<file path="config.mk">
export PLATFORM = sky130hd
export DESIGN_NAME = periodic_task_release_scheduler
export DESIGN_NICKNAME = d
export VERILOG_FILES = /design/src/rtl/core/ptrs_pkg.sv /design/src/rtl/core/ptrs_count_mem.sv /design/src/rtl/core/periodic_task_release_scheduler.sv
export VERILOG_INCLUDE_DIRS = /design/src /design/src/rtl/core
export SDC_FILE = /design/constraint.sdc
export NUM_CORES = 1
export LEC_CHECK = 0
export ABC_AREA = 1
export BUFFER_PORTS_ARGS = -buffer_cell sky130_fd_sc_hd__buf_2
export CAP_MARGIN = 5
export CORE_MARGIN = 1
export CORE_UTILIZATION = 60
export CTS_CLUSTER_SIZE = 16
export DETAILED_ROUTE_END_ITERATION = 10
export HOLD_SLACK_MARGIN = 0.12
export PLACE_DENSITY = 0.75
export SETUP_SLACK_MARGIN = 0.2
export SLEW_MARGIN = 20
export SYNTH_ARGS = -nofsm -noshare
export SYNTH_HDL_FRONTEND = slang
export SYNTH_SLANG_ARGS = --single-unit
</file>
<file path="constraint.sdc">
create_clock -name clk_i -period 3.9 [get_ports clk_i]
set_clock_uncertainty 0.2 [all_clocks]
set_input_delay 0.78 -clock clk_i [delete_from_list [all_inputs] [get_ports clk_i]]
set_output_delay 0.78 -clock clk_i [all_outputs]
set_load 0.01 [all_outputs]
</file>
<file path="src/rtl/core/periodic_task_release_scheduler_defines.svh">
// assertion macros shared by the periodic task release scheduler rtl
`ifndef PERIODIC_TASK_RELEASE_SCHEDULER_DEFINES_SVH
`define PERIODIC_TASK_RELEASE_SCHEDULER_DEFINES_SVH

// property must hold at every clock edge outside reset
`define PTRS_ASSERT(lbl, prop, msg) \
  lbl: assert property (@(posedge clk_i) disable iff (!rst_ni) (prop)) else $error(msg);

// condition must never be seen at a clock edge outside reset
`define PTRS_ASSERT_NEVER(lbl, cond, msg) \
  lbl: assert property (@(posedge clk_i) disable iff (!rst_ni) !(cond)) else $error(msg);

`endif

</file>
<file path="src/rtl/core/ptrs_pkg.sv">
// types, constants and helpers of the periodic task release scheduler
`default_nettype none

package ptrs_pkg;

  localparam int NUM_TASKS = 4;
  localparam int NUM_REGS  = 4;
  localparam int TASK_W    = (NUM_TASKS > 1) ? $clog2(NUM_TASKS) : 1;
  localparam int CNT_W     = 16;
  localparam int AMT_W     = 8;
  localparam int ID_W      = 2;
  localparam int CFG_IDX_W = 2;

  localparam logic [CNT_W-1:0] CNT_MAX = {CNT_W{1'b1}};
  localparam logic [TASK_W-1:0] LAST_TASK = TASK_W'(NUM_TASKS - 1);

  localparam logic [CNT_W-1:0] RESET_INTERVAL [NUM_REGS] = '{
    16'd5, 16'd20, 16'd200, 16'd2000
  };

  // input item kinds
  localparam logic KIND_TICK     = 1'b0;
  localparam logic KIND_DISPATCH = 1'b1;

  typedef enum logic [1:0] {
    ST_IDLE,
    ST_TICK,
    ST_DISP,
    ST_NONE
  } state_e;

  typedef struct packed {
    logic              rd_en;
    logic [TASK_W-1:0] rd_addr;
    logic              wr_en;
    logic [TASK_W-1:0] wr_addr;
    logic [CNT_W-1:0]  wr_data;
  } mem_req_t;

  // task index to the id field, masked to its width
  function automatic logic [ID_W-1:0] task_to_id(input logic [TASK_W-1:0] idx);
    logic [TASK_W+ID_W-1:0] wide;
    wide = (TASK_W + ID_W)'(idx);
    return wide[ID_W-1:0];
  endfunction

endpackage

`default_nettype wire

</file>
<file path="src/rtl/core/ptrs_count_mem.sv">
// elapsed counter store: simple dual port ram (one read, one write) with per-entry valid bits
`default_nettype none

module ptrs_count_mem import ptrs_pkg::*; (
  input  wire logic             clk_i,
  input  wire logic             rst_ni,
  input  wire mem_req_t         req_i,
  output logic [CNT_W-1:0]      rd_data_o
);

  logic [CNT_W-1:0]     mem [NUM_TASKS];
  logic [NUM_TASKS-1:0] vld_q;
  logic [CNT_W-1:0]     rd_data_q;
  logic                 rd_vld_q;

  always_ff @(posedge clk_i) begin
    if (req_i.wr_en) begin
      mem[req_i.wr_addr] <= req_i.wr_data;
    end
    if (req_i.rd_en) begin
      rd_data_q <= mem[req_i.rd_addr];
    end
  end

  // entries never written since reset read as zero
  always_ff @(posedge clk_i or negedge rst_ni) begin
    if (!rst_ni) begin
      vld_q    <= '0;
      rd_vld_q <= 1'b0;
    end else begin
      if (req_i.wr_en) begin
        vld_q[req_i.wr_addr] <= 1'b1;
      end
      if (req_i.rd_en) begin
        rd_vld_q <= vld_q[req_i.rd_addr];
      end
    end
  end

  assign rd_data_o = rd_vld_q ? rd_data_q : '0;

endmodule

`default_nettype wire

</file>
<file path="src/rtl/core/periodic_task_release_scheduler.sv">
// periodic task release scheduler top level
// tick item: one counter read per task plus one write-back, the input stalled while busy;
//   the next item is taken in the cycle after the last write-back
// dispatch item: one result per pending task (a single none-ready result if none is pending),
//   one per cycle while the output is not stalled; the output register is the only buffer
// reset clears the pending flags, the output valid and the counter valid bits,
//   intervals return to their reset values; no clearing pass is needed
`default_nettype none

`include "periodic_task_release_scheduler_defines.svh"

module periodic_task_release_scheduler import ptrs_pkg::*; (
  input  wire logic                 clk_i,
  input  wire logic                 rst_ni,
  // configuration write port
  input  wire logic                 cfg_we_i,
  input  wire logic [CFG_IDX_W-1:0] cfg_idx_i,
  input  wire logic [CNT_W-1:0]     cfg_data_i,
  // input channel
  input  wire logic                 in_valid_i,
  output logic                      in_stall_o,
  input  wire logic                 kind_i,
  input  wire logic [AMT_W-1:0]     tick_amount_i,
  // output channel
  output logic                      out_valid_o,
  input  wire logic                 out_stall_i,
  output logic [ID_W-1:0]           task_id_o,
  output logic                      none_ready_o,
  output logic                      last_o
);

  // interval registers, one per task; tasks without a register keep zero
  logic [CNT_W-1:0] interval_q [NUM_TASKS];

  for (genvar g = 0; g < NUM_TASKS; g++) begin : g_interval
    if (g < NUM_REGS) begin : g_reg
      always_ff @(posedge clk_i or negedge rst_ni) begin
        if (!rst_ni) begin
          interval_q[g] <= RESET_INTERVAL[g];
        end else if (cfg_we_i && (cfg_idx_i == CFG_IDX_W'(g))) begin
          interval_q[g] <= cfg_data_i;
        end
      end
    end else begin : g_fixed
      assign interval_q[g] = '0;
    end
  end

  // control state
  state_e               state_q, state_d;
  logic [NUM_TASKS-1:0] pend_q, pend_d;
  logic                 rd_busy_q, rd_busy_d;
  logic [TASK_W-1:0]    rd_idx_q, rd_idx_d;
  logic                 proc_vld_q;
  logic [TASK_W-1:0]    proc_idx_q;
  logic [AMT_W-1:0]     amt_q;

  // output register
  logic                 out_vld_q;
  logic [ID_W-1:0]      out_id_q, out_id_d;
  logic                 out_none_q, out_none_d;
  logic                 out_last_q, out_last_d;
  logic                 out_load;
  logic                 out_free;

  mem_req_t             mem_req;
  logic [CNT_W-1:0]     cnt_rd;
  logic [CNT_W:0]       sum_ext;
  logic [CNT_W-1:0]     cnt_new;
  logic                 in_xfer;

  // lowest pending task for dispatch
  logic [NUM_TASKS-1:0] sel_oh;
  logic [TASK_W-1:0]    sel_idx;
  logic                 sel_last;

  ptrs_count_mem u_count_mem (
    .clk_i     (clk_i),
    .rst_ni    (rst_ni),
    .req_i     (mem_req),
    .rd_data_o (cnt_rd)
  );

  assign in_stall_o = (state_q != ST_IDLE);
  assign in_xfer    = in_valid_i && !in_stall_o;
  assign out_free   = !out_vld_q || !out_stall_i;

  always_comb begin
    sel_oh  = '0;
    sel_idx = '0;
    for (int i = NUM_TASKS - 1; i >= 0; i--) begin
      if (pend_q[i]) begin
        sel_oh  = NUM_TASKS'(1) << i;
        sel_idx = TASK_W'(i);
      end
    end
    sel_last = ((pend_q & ~sel_oh) == '0);
  end

  // saturating add of the tick amount to the counter just read
  assign sum_ext = {1'b0, cnt_rd} + (CNT_W + 1)'(amt_q);
  assign cnt_new = sum_ext[CNT_W] ? CNT_MAX : sum_ext[CNT_W-1:0];

  always_comb begin
    state_d    = state_q;
    pend_d     = pend_q;
    rd_busy_d  = rd_busy_q;
    rd_idx_d   = rd_idx_q;
    mem_req    = '0;
    out_load   = 1'b0;
    out_id_d   = '0;
    out_none_d = 1'b0;
    out_last_d = 1'b0;

    unique case (state_q)
      ST_IDLE: begin
        if (in_xfer) begin
          if (kind_i == KIND_TICK) begin
            state_d   = ST_TICK;
            rd_busy_d = 1'b1;
            rd_idx_d  = '0;
          end else if (pend_q == '0) begin
            state_d = ST_NONE;
          end else begin
            state_d = ST_DISP;
          end
        end
      end

      ST_TICK: begin
        // read stage walks the tasks in order
        if (rd_busy_q) begin
          mem_req.rd_en   = 1'b1;
          mem_req.rd_addr = rd_idx_q;
          if (rd_idx_q == LAST_TASK) begin
            rd_busy_d = 1'b0;
          end else begin
            rd_idx_d = rd_idx_q + 1'b1;
          end
        end
        // update stage one entry behind; pending tasks hold their count
        if (proc_vld_q && !pend_q[proc_idx_q]) begin
          mem_req.wr_en   = 1'b1;
          mem_req.wr_addr = proc_idx_q;
          mem_req.wr_data = cnt_new;
          if (cnt_new >= interval_q[proc_idx_q]) begin
            pend_d[proc_idx_q] = 1'b1;
          end
        end
        if (proc_vld_q && !rd_busy_q) begin
          state_d = ST_IDLE;
        end
      end

      ST_DISP: begin
        if (out_free) begin
          out_load        = 1'b1;
          out_id_d        = task_to_id(sel_idx);
          out_last_d      = sel_last;
          pend_d          = pend_q & ~sel_oh;
          mem_req.wr_en   = 1'b1;
          mem_req.wr_addr = sel_idx;
          mem_req.wr_data = '0;
          if (sel_last) begin
            state_d = ST_IDLE;
          end
        end
      end

      ST_NONE: begin
        if (out_free) begin
          out_load   = 1'b1;
          out_none_d = 1'b1;
          out_last_d = 1'b1;
          state_d    = ST_IDLE;
        end
      end

      default: begin
        state_d = ST_IDLE;
      end
    endcase
  end

  always_ff @(posedge clk_i or negedge rst_ni) begin
    if (!rst_ni) begin
      state_q    <= ST_IDLE;
      pend_q     <= '0;
      rd_busy_q  <= 1'b0;
      rd_idx_q   <= '0;
      proc_vld_q <= 1'b0;
      proc_idx_q <= '0;
      out_vld_q  <= 1'b0;
    end else begin
      state_q    <= state_d;
      pend_q     <= pend_d;
      rd_busy_q  <= rd_busy_d;
      rd_idx_q   <= rd_idx_d;
      proc_vld_q <= mem_req.rd_en;
      proc_idx_q <= rd_idx_q;
      if (out_load) begin
        out_vld_q <= 1'b1;
      end else if (!out_stall_i) begin
        out_vld_q <= 1'b0;
      end
    end
  end

  // payload registers
  always_ff @(posedge clk_i) begin
    if (in_xfer) begin
      amt_q <= tick_amount_i;
    end
    if (out_load) begin
      out_id_q   <= out_id_d;
      out_none_q <= out_none_d;
      out_last_q <= out_last_d;
    end
  end

  assign out_valid_o  = out_vld_q;
  assign task_id_o    = out_id_q;
  assign none_ready_o = out_none_q;
  assign last_o       = out_last_q;

  // the tick pipeline must never read and write one entry in the same cycle
  `PTRS_ASSERT_NEVER(a_no_rw_same_entry,
    mem_req.rd_en && mem_req.wr_en && (mem_req.rd_addr == mem_req.wr_addr),
    "counter read and write hit the same entry")

  // the final dispatch transfer leaves no task pending
  `PTRS_ASSERT(a_last_clears_all,
    (out_load && out_last_d && !out_none_d) |=> (pend_q == '0),
    "tasks still pending after last dispatch result")

  // a tick never drops a pending flag
  `PTRS_ASSERT(a_tick_keeps_pending,
    (state_q == ST_TICK) |=> (($past(pend_q) & ~pend_q) == '0),
    "pending flag lost during tick")

  // a none-ready result is always the only one of its dispatch
  `PTRS_ASSERT(a_none_is_last,
    (out_vld_q && out_none_q) |-> out_last_q,
    "none-ready result without last")

endmodule

`default_nettype wire

</file>
==> metrics.txt, run 1 <==
setup violators final=0; vias post-DR=6298; YS warnings=0; number of global-route vias before repair=6122; CP max stage delay=0.46 ns; number of clock buffers inserted by TritonCTS=17; actual slew at the worst max-slew pin=0.856 ns; GPL Wtd Cong=0.916; Cell Pwr Density=690 nW/um^2; synthesized cell area=8310 sq um; # diodes=0; Tightest Hold Check Type=primary input to async pin; Multi-input gate area=3000 sq um; register area share after synthesis=0.581; Yosys cell types=44; maxcap violations=0; EDFF count, synth=92; CP max-delay cell=dfrtp_2; DIE HEIGHT=120 um; iteration count of the initial detailed-routing pass=5; Worst Setup End Kind=register; core footprint=13400 sq um; row count=42; hold_ws=0.166 ns; Clock Latency Late Sink=0.43 ns; Initial Utilization=0.620; first-pass GRT wire length=31500 um; final hold viol count=0; drt initial violations=569; Max Transition Viols Final=0; worst-path cell chain=nand2_1 > inv_1 > ha_1 > fa_1 > nand3_1 > nand2_2 > nand2_2 > nand2_4 > nand3_4 > buf_12 > nand3_4 > ha_1 > nand2_1 > nor2_1 > and2_1 > nor2_1 > nand2_1 > nand2_1 > nand2_2 > nand2_2 > nand2_1 > nand2_1; DRC=0; Cells after Synth=852; Critical R2R Launch=u_count_mem.rd_vld_q; Bufs and invs on worst path=2; synthesis-to-layout area growth=12.1%; post-DR wirelength/cell=18.1 um; Crit. Startpoint=u_count_mem.rd_vld_q; hold_buf cts=0; Worst Path Required=4.02 ns; initial antenna violation count=0; DP HPWL=13400 um; leading post-synthesis cells by cell area=edfxtp_1 (33%), dfrtp_1 (21%), nand2_1 (9.5%), o21ai_0 (5.2%), ha_1 (4.5%); largest net degree at the start of global routing=83; cell with the most instances after synthesis=nand2_1; Post-DRT Antenna Nets=0; post-layout util=0.695; Cell Area, Placed=8670 sq um; FF+latch count, synth=174; storage element area=4830 sq um; startpoint types=register; Final min period=3.42 ns; Worst Path Max Fanout=10; I/O Buffers=37; Top FF cell, synth=edfxtp_1; status=finished, final reports clean; nets@finish=960; Clock transition at path regs=0.06 ns; top cell type's share of synthesized area=0.332; final instance area=9320 sq um; maximum VDD drop=0.422 mV; total routed wirelength=19600 um; Fillers=1010; largest area contributor in the netlist=edfxtp_1; GR Overflow Total=0; root buf cell=clkbuf_16; Fmax achieved=292 MHz; Die Span X=120 um; CTS max path bufs=2; CTS tree=yes; Avg Cell Area, Syn=9.75 sq um; Top cell by count, worst path=nand2_1; Final period util=0.878; syn nets=915; layout cells sized above 1=0.142; GRT Total Usage=0.293; RSZ-0062 raised after global routing=no; clock sinks=174; vias per cell=5.80; Top delay family on crit path=simple AND/OR/NAND/NOR gates; Post-synth ARST share=0.471; leakage=4.16 nW; most common library cells after synthesis=nand2_1 (211), inv_1 (94), edfxtp_1 (92), o21ai_0 (86), dfrtp_1 (69); class of the most critical setup path=register to register; TNS Setup=0 ns; Top Ports=38; final total power=0.00643 W; die area=14300 sq um; Slew HR=0.429; H-tree Lvls=4; data arrival time of the critical path=3.54 ns
-- final timing paths --
path	end	slack, ns	cells after the start
min in group clk_i	proc_idx_q[1]	0.25	0
min reg2reg	proc_idx_q[1]	0.25	0
max in group asynchronous	interval_q[57]	2.78	1
min	proc_idx_q[1]	0.17	1
max	pend_q[1]	0.48	22
max reg2reg	pend_q[1]	0.48	22
-- cell type report --
cell class | count | share of cell area
clock buffer | 22 | 0.0477
inverter | 103 | 0.0416
multi-input combinational | 548 | 0.322
timing repair buffer | 53 | 0.0348
sequential | 174 | 0.519
clock inverter | 10 | 0.0114
tap | 176 | 0.0236
-- through the flow --
step | worst slack [ns] | std cells
floorplan | 0.553 | 852
global placement | 0.356 | 1048
detailed placement | 0.191 | 1048
CTS | 0.250 | 1083
global route | 0.204 | 1086
finish | 0.476 | 1086
-- cells by family (layout without fill, tap and decap cells) --
kind of cell / Yosys count / count (layout) / share of synthesized area
and+or+nand+nor: 313 / 314 / 0.158
AOI/OAI and AO/OA: 200 / 200 / 0.147
DFF: 174 / 174 / 0.581
buffers and inverters: 131 / 188 / 0.0628
adders and majority gates: 31 / 31 / 0.0476
xor gates and xnor gates: 3 / 3 / 0.00316
-- report_power, final --
group	leakage (nW)	switching, W	internal [W]
logic	2.12	0.00155	0.000807
clock network	0.262	0.000704	0.000890
registers	1.78	0.000183	0.00229
total	4.16	0.00244	0.00399
-- registers in the layout (all words and copies together), names as in the netlist, 2 cells and up --
signal,count
amt_q,8
interval_q,64
pend_q,4
proc_idx_q,2
rd_idx_q,2
state_q,2
task_id_o,2
u_count_mem.mem,64
u_count_mem.rd_data_q,16
u_count_mem.vld_q,4
-- per-layer routing --
layer	wire length (um)	vias to the layer above	GRT usage
met5	0	-	0
met1	9020	3023	0.418
li1	-	3017	-
met3	1050	36	0.0556
met2	9100	222	0.448
met4	432	0	0.107
-- layout by cell type (no fill, tap or decap), types with 22 or more instances in the layout --
cell type    n
buf_2       36
a21oi_1     38
o21ai_0     86
edfxtp_1    92
ha_1        30
dfrtp_1     68
o22ai_1     22
inv_1       94
nor2_1      40
nand2_1    208
nand3_1     39
-- timing repair --
item | CTS | global route
hold endpoints to repair | 0 | 0
pin swaps | 0 | 0
gates cloned | 0 | 1
gates resized for setup | 0 | 8
setup buffers | 3 | 2
setup endpoints to repair | 4 | 4
No activity file was read; power rests on OpenSTA's default activity.
==> inputs of run 2 (changes only) <==
PLACE_DENSITY = 0.78   (was 0.75)
==> run 2 against run 1 <==
Total power is 1.3% higher. Clock-buffer cell count is 3 lower. Die area stayed put. Critical endpoint is now pend_q[2]. Worst hold slack better by 0.034 ns.
==> metrics.txt, run 2 (same netlist as run 1, synthesis figures left out) <==
Worst Path Max Fanout=8 (-2); setup violators final=0 (unchanged); RSZ-0062 raised after global routing=no; post-DR wirelength/cell=18.2 um (+0.99%); Final min period=3.43 ns (+0.00401 ns); largest net degree at the start of global routing=63 (-24%); data arrival time of the critical path=3.55 ns (about the same); total routed wirelength=19800 um (+1.1%); TNS Setup=0 ns (unchanged); initial antenna violation count=0 (unchanged); post-layout util=0.698 (+0.00271); worst slack, placed=0.190 ns (-0.00100 ns); Top Ports=38 (unchanged); H-tree Lvls=4 (unchanged); GPL Wtd Cong=0.953 (+4.0%); Top delay family on crit path=simple AND/OR/NAND/NOR gates; Post-DRT Antenna Nets=0 (unchanged); Cell Pwr Density=697 nW/um^2 (+0.92%); Worst Path Required=4.02 ns (about the same); hold_buf cts=0 (unchanged); Largest regs=interval_q (64), u_count_mem.mem (64), u_count_mem.rd_data_q (16); placed insts=1050 (+0.19%); Worst Setup End Kind=register; vias post-DR=6461 (+2.6%); Crit. Startpoint=u_count_mem.rd_vld_q; setup slack after layout=0.472 ns (-0.00401 ns); worst-path cell chain=nand2_1 > inv_1 > ha_1 > fa_2 > nand3_1 > nand2_1 > nand2_2 > nand2_4 > nand3_4 > buf_4 > nand3_1 > ha_1 > nand2_1 > nor4_2 > nand2_1 > nand2_2 > nand2_2 > nand2_1 > nand2_1; fin cells=1087 (+0.092%); DRC=0 (unchanged); leakage=4.19 nW (+0.75%); GRT Total Usage=0.297 (+0.00426); clock sinks=174 (unchanged); vias per cell=5.94 (+2.5%); core footprint=13400 sq um (unchanged); Slew HR=0.365 (-0.0643); CTS tree=yes; final total power=0.00651 W (+1.3%); Final period util=0.879 (+0.00103); die area=14300 sq um (unchanged); row count=42 (unchanged); maxcap violations=0 (unchanged); Initial Utilization=0.620 (unchanged); layout cells sized above 1=0.146 (+0.00424); Fmax achieved=292 MHz (-0.12%); DIE HEIGHT=120 um (unchanged); first-pass GRT wire length=31800 um (+1.1%); maximum VDD drop=0.420 mV (-0.54%); final hold viol count=0 (unchanged); nets@finish=961 (+0.10%); Clock transition at path regs=0.07 ns (about the same); DP HPWL=13400 um (+0.19%); CP max stage delay=0.44 ns (-0.02 ns); commonest cells after routing, fill and taps aside=nand2_1 (209), inv_1 (94), edfxtp_1 (92); Max Transition Viols Final=0 (unchanged); number of clock buffers inserted by TritonCTS=17 (unchanged); GR Overflow Total=0 (unchanged); CTS max path bufs=2 (unchanged); R2R Setup Slk=0.47 ns (about the same); status=finished, final reports clean; actual slew at the worst max-slew pin=0.953 ns (+0.0974 ns); class of the most critical setup path=register to register; synthesis-to-layout area growth=12.5%; iteration count of the initial detailed-routing pass=5 (unchanged); # diodes=0 (unchanged); Clock Latency Late Sink=0.44 ns (about the same); Top cell by count, worst path=nand2_1; Critical R2R Launch=u_count_mem.rd_vld_q; number of global-route vias before repair=6354 (+3.8%); Tightest Hold Check Type=primary input to async pin; commonest non-fill, non-tap cell in the layout=nand2_1; Die Span X=120 um (unchanged); startpoint types=register; root buf cell=clkbuf_16; drt initial violations=663 (+17%); I/O Buffers=37 (unchanged); Bufs and invs on worst path=2 (unchanged); CP max-delay cell=dfrtp_2
run 2: layout make-up:
cell class	count	area (sq um)
inverter	103	388
fill	988	4050
timing repair buffer	55	335
clock buffer	19	433
tap	176	220
multi-input combinational	547	2990
clock inverter	13	153
sequential	174	4830
run 2: report_power, final:
group | internal, W | total [W] | switching (W) | leakage [nW]
clock | 0.000958 | 0.00168 | 0.000726 | 0.283
sequential | 0.00229 | 0.00252 | 0.000230 | 1.78
combinational | 0.000802 | 0.00231 | 0.00151 | 2.13
total | 0.00405 | 0.00651 | 0.00246 | 4.19
run 2: repair_timing:
item | in CTS | in global routing
gates resized for setup | 0 | 9
endpoints found under the hold margin | 0 | 0
buffers inserted | 3 | 2
pin swaps | 0 | 1
endpoints found under the setup margin | 4 | 4
run 2: worst reg2reg max path: stages, from the launching register on:
cell and delay, ns:
dfrtp_2 0.44, nand2_1 0.06, inv_1 0.04, ha_1 0.22, fa_2 0.37, nand3_1 0.10, nand2_1 0.15, nand2_2 0.13
nand2_4 0.09, nand3_4 0.13, buf_4 0.15, nand3_1 0.10, ha_1 0.32, nand2_1 0.06, nor4_2 0.28, nand2_1 0.10
nand2_2 0.12, nand2_2 0.10, nand2_1 0.08, nand2_1 0.06
run 2: metal layers:
layer / global-route usage / up-vias / wire length (um) / share of wire
li1: - / 3012 / - / -
met2: 0.448 / 305 / 9140 / 0.46
met4: 0.149 / 0 / 713 / 0.036
met5: 0 / - / 0 / 0
met1: 0.401 / 3082 / 8280 / 0.42
met3: 0.0741 / 62 / 1680 / 0.085
run 2: path summary, 6_finish.rpt:
check,endpoint,cells after the start
max reg2reg,pend_q[2],19
min reg2reg,u_count_mem.vld_q[1],2
max,pend_q[2],19
max in group asynchronous,interval_q[23],2
min in group clk_i,u_count_mem.vld_q[1],2
min,u_count_mem.rd_vld_q,1
run 2: metrics by stage:
stage	hold slack, ns	cell area [sq um]
final	0.199	9350
after global routing	0.259	9350
after CTS	0.230	9300
after detailed placement	0.246	8680
after global placement	0.233	8680
after floorplan	0.175	8310
==> inputs of run 3 (changes only) <==
CORE_UTILIZATION = 50   (was 60)
PLACE_DENSITY = 0.67   (was 0.78)
==> run 3 against run 2 <==
Critical path depth is 1 higher. Sequential power hardly changed. Fmax is 0.35% lower. Non-clock buffer count is 4 higher. Clock power is 2% higher.
==> metrics.txt, run 3 (same netlist as run 1, synthesis figures left out) <==
status=finished, final reports clean; H-tree Lvls=4 (unchanged); DRC=0 (unchanged); Final min period=3.44 ns (+0.0121 ns); class of the most critical setup path=register to register; final hold viol count=0 (unchanged); GR Overflow Total=0 (unchanged); nets@finish=965 (+0.42%); GRT Total Usage=0.231 (-0.0657); RSZ-0062 raised after global routing=no; total routed wirelength=18300 um (-7.7%); final total power=0.00645 W (-0.98%); number of global-route vias before repair=5841 (-8.1%); vias per cell=5.42 (-8.8%); hold_ws=0.260 ns (+0.0602 ns); iteration count of the initial detailed-routing pass=6 (+1); Worst Path Required=4.01 ns (about the same); Cell Pwr Density=683 nW/um^2 (-2.0%); startpoint types=register; drt initial violations=455 (-31%); leakage=4.23 nW (+0.97%); layout cells sized above 1=0.144 (-0.00173); maximum VDD drop=0.372 mV (-11%); synthesis-to-layout area growth=13.7%; Fmax achieved=291 MHz (-0.35%); I/O Buffers=37 (unchanged); Bufs and invs on worst path=2 (unchanged); Top delay family on crit path=simple AND/OR/NAND/NOR gates; TNS Setup=0 ns (unchanged); post-DR wirelength/cell=16.2 um (-11%); initial antenna violation count=0 (unchanged); die area=17100 sq um (+20%); clock sinks=174 (unchanged); row count=46 (+9.5%); post-layout util=0.589 (-0.109); maxcap violations=0 (unchanged); # diodes=0 (unchanged); setup violators final=0 (unchanged); Top cell by count, worst path=nand2_1; CTS max path bufs=2 (unchanged); Tightest Hold Check Type=register to register; GPL Wtd Cong=0.912 (-4.3%); commonest non-fill, non-tap cell in the layout=nand2_1; number of clock buffers inserted by TritonCTS=17 (unchanged); Final period util=0.882 (+0.00310); data arrival time of the critical path=3.55 ns (about the same); core footprint=16100 sq um (+20%); worst-path cell chain=nand2_1 > inv_1 > ha_1 > fa_1 > nand3_1 > nand2_1 > nand2_2 > nand2_2 > nand3_4 > nand2_1 > nor2_1 > inv_1 > ha_1 > nand2_1 > nor4_2 > nand2_1 > nand2_2 > nand2_2 > nand2_1 > nand2_1; Initial Utilization=0.517 (-0.103); CP max stage delay=0.45 ns (about the same); Worst Setup End Kind=register; vias post-DR=6134 (-5.1%); root buf cell=clkbuf_16; CP max-delay cell=dfrtp_2; Top Ports=38 (unchanged); commonest cells after routing, fill and taps aside=nand2_1 (209), inv_1 (94), edfxtp_1 (92); actual slew at the worst max-slew pin=0.928 ns (-0.0250 ns); first-pass GRT wire length=29300 um (-7.9%); DIE HEIGHT=131 um (+9.4%); Post-DRT Antenna Nets=0 (unchanged); Slew HR=0.381 (+0.0167); Largest regs=interval_q (64), u_count_mem.mem (64), u_count_mem.rd_data_q (16); CTS tree=yes; largest net degree at the start of global routing=80 (+27%); DP HPWL=12500 um (-6.8%); Worst Path Max Fanout=8 (unchanged); Clock transition at path regs=0.06 ns (about the same); Max Transition Viols Final=0 (unchanged); Die Span X=131 um (+9.4%); Clock Latency Late Sink=0.43 ns (about the same)
[run 3: cell types whose count changed in the layout (fill, tap and decap cells not counted), moves of 2 or more]
cell,delta
clkbuf_16,+3
nor2_2,-2
clkinv_2,+3
nand3_2,-2
buf_4,+2
nand3_1,+2
inv_6,-2
nor2_1,+2
[run 3: stage by stage]
stage	cells	cell area, sq um	setup WS [ns]
6_report	1131	9450	0.459
5_1_grt	1131	9450	0.202
4_1_cts	1125	9370	0.228
3_5_place_dp	1093	8750	0.272
3_3_place_gp	1093	8750	0.400
2_1_floorplan	852	8310	0.553
[run 3: path summary, 6_finish.rpt]
kind                                 startpoint              endpoint  slack, ns  cells after the start
max in group asynchronous                rst_ni        interval_q[23]       2.12                      4
min in group asynchronous                rst_ni           rd_idx_q[0]       0.58                      2
min                        u_count_mem.vld_q[1]  u_count_mem.vld_q[1]       0.26                      2
max reg2reg                u_count_mem.rd_vld_q             pend_q[0]       0.46                     20
max                        u_count_mem.rd_vld_q             pend_q[0]       0.46                     20
min reg2reg                u_count_mem.vld_q[1]  u_count_mem.vld_q[1]       0.26                      2
[run 3: power breakdown]
part	leakage, nW	internal [W]	total (W)	switching (W)
sequential	1.78	0.00229	0.00251	0.000214
clock	0.308	0.00102	0.00172	0.000705
combinational	2.14	0.000798	0.00222	0.00142
[run 3: routing by layer]
| layer | vias to the layer above | wire length, um | track usage |
|---|---|---|---|
| met5 | - | 0 | 0 |
| met4 | 0 | 360 | 0.0872 |
| met3 | 25 | 829 | 0.0444 |
| met2 | 139 | 8530 | 0.370 |
| met1 | 2947 | 8570 | 0.313 |
| li1 | 3023 | - | - |
[run 3: repair_timing]
action	CTS	global route
hold buffers	0	1
gates resized for setup	0	5
endpoints found under the hold margin	0	16
buffers inserted	0	4
endpoints found under the setup margin	0	4
[run 3: final cells by class]
type / count / area (sq um)
fillers: 1368 / 6610
clock buffers: 22 / 518
inverters: 103 / 388
repair buffers: 59 / 379
multi-input cells: 547 / 2970
flip-flops and latches: 174 / 4830
clock inverters: 10 / 96.3
well taps: 216 / 270
[run 3: worst register-to-register path, cell delays in order (launching register included)]
cell     delay [ns]
dfrtp_2        0.45
nand2_1        0.07
inv_1          0.04
ha_1           0.21
fa_1           0.40
nand3_1        0.10
nand2_1        0.13
nand2_2        0.10
nand2_2        0.12
nand3_4        0.13
nand2_1        0.06
nor2_1         0.13
inv_1          0.07
ha_1           0.29
nand2_1        0.09
nor4_2         0.29
nand2_1        0.10
nand2_2        0.12
nand2_2        0.10
nand2_1        0.08
nand2_1        0.05
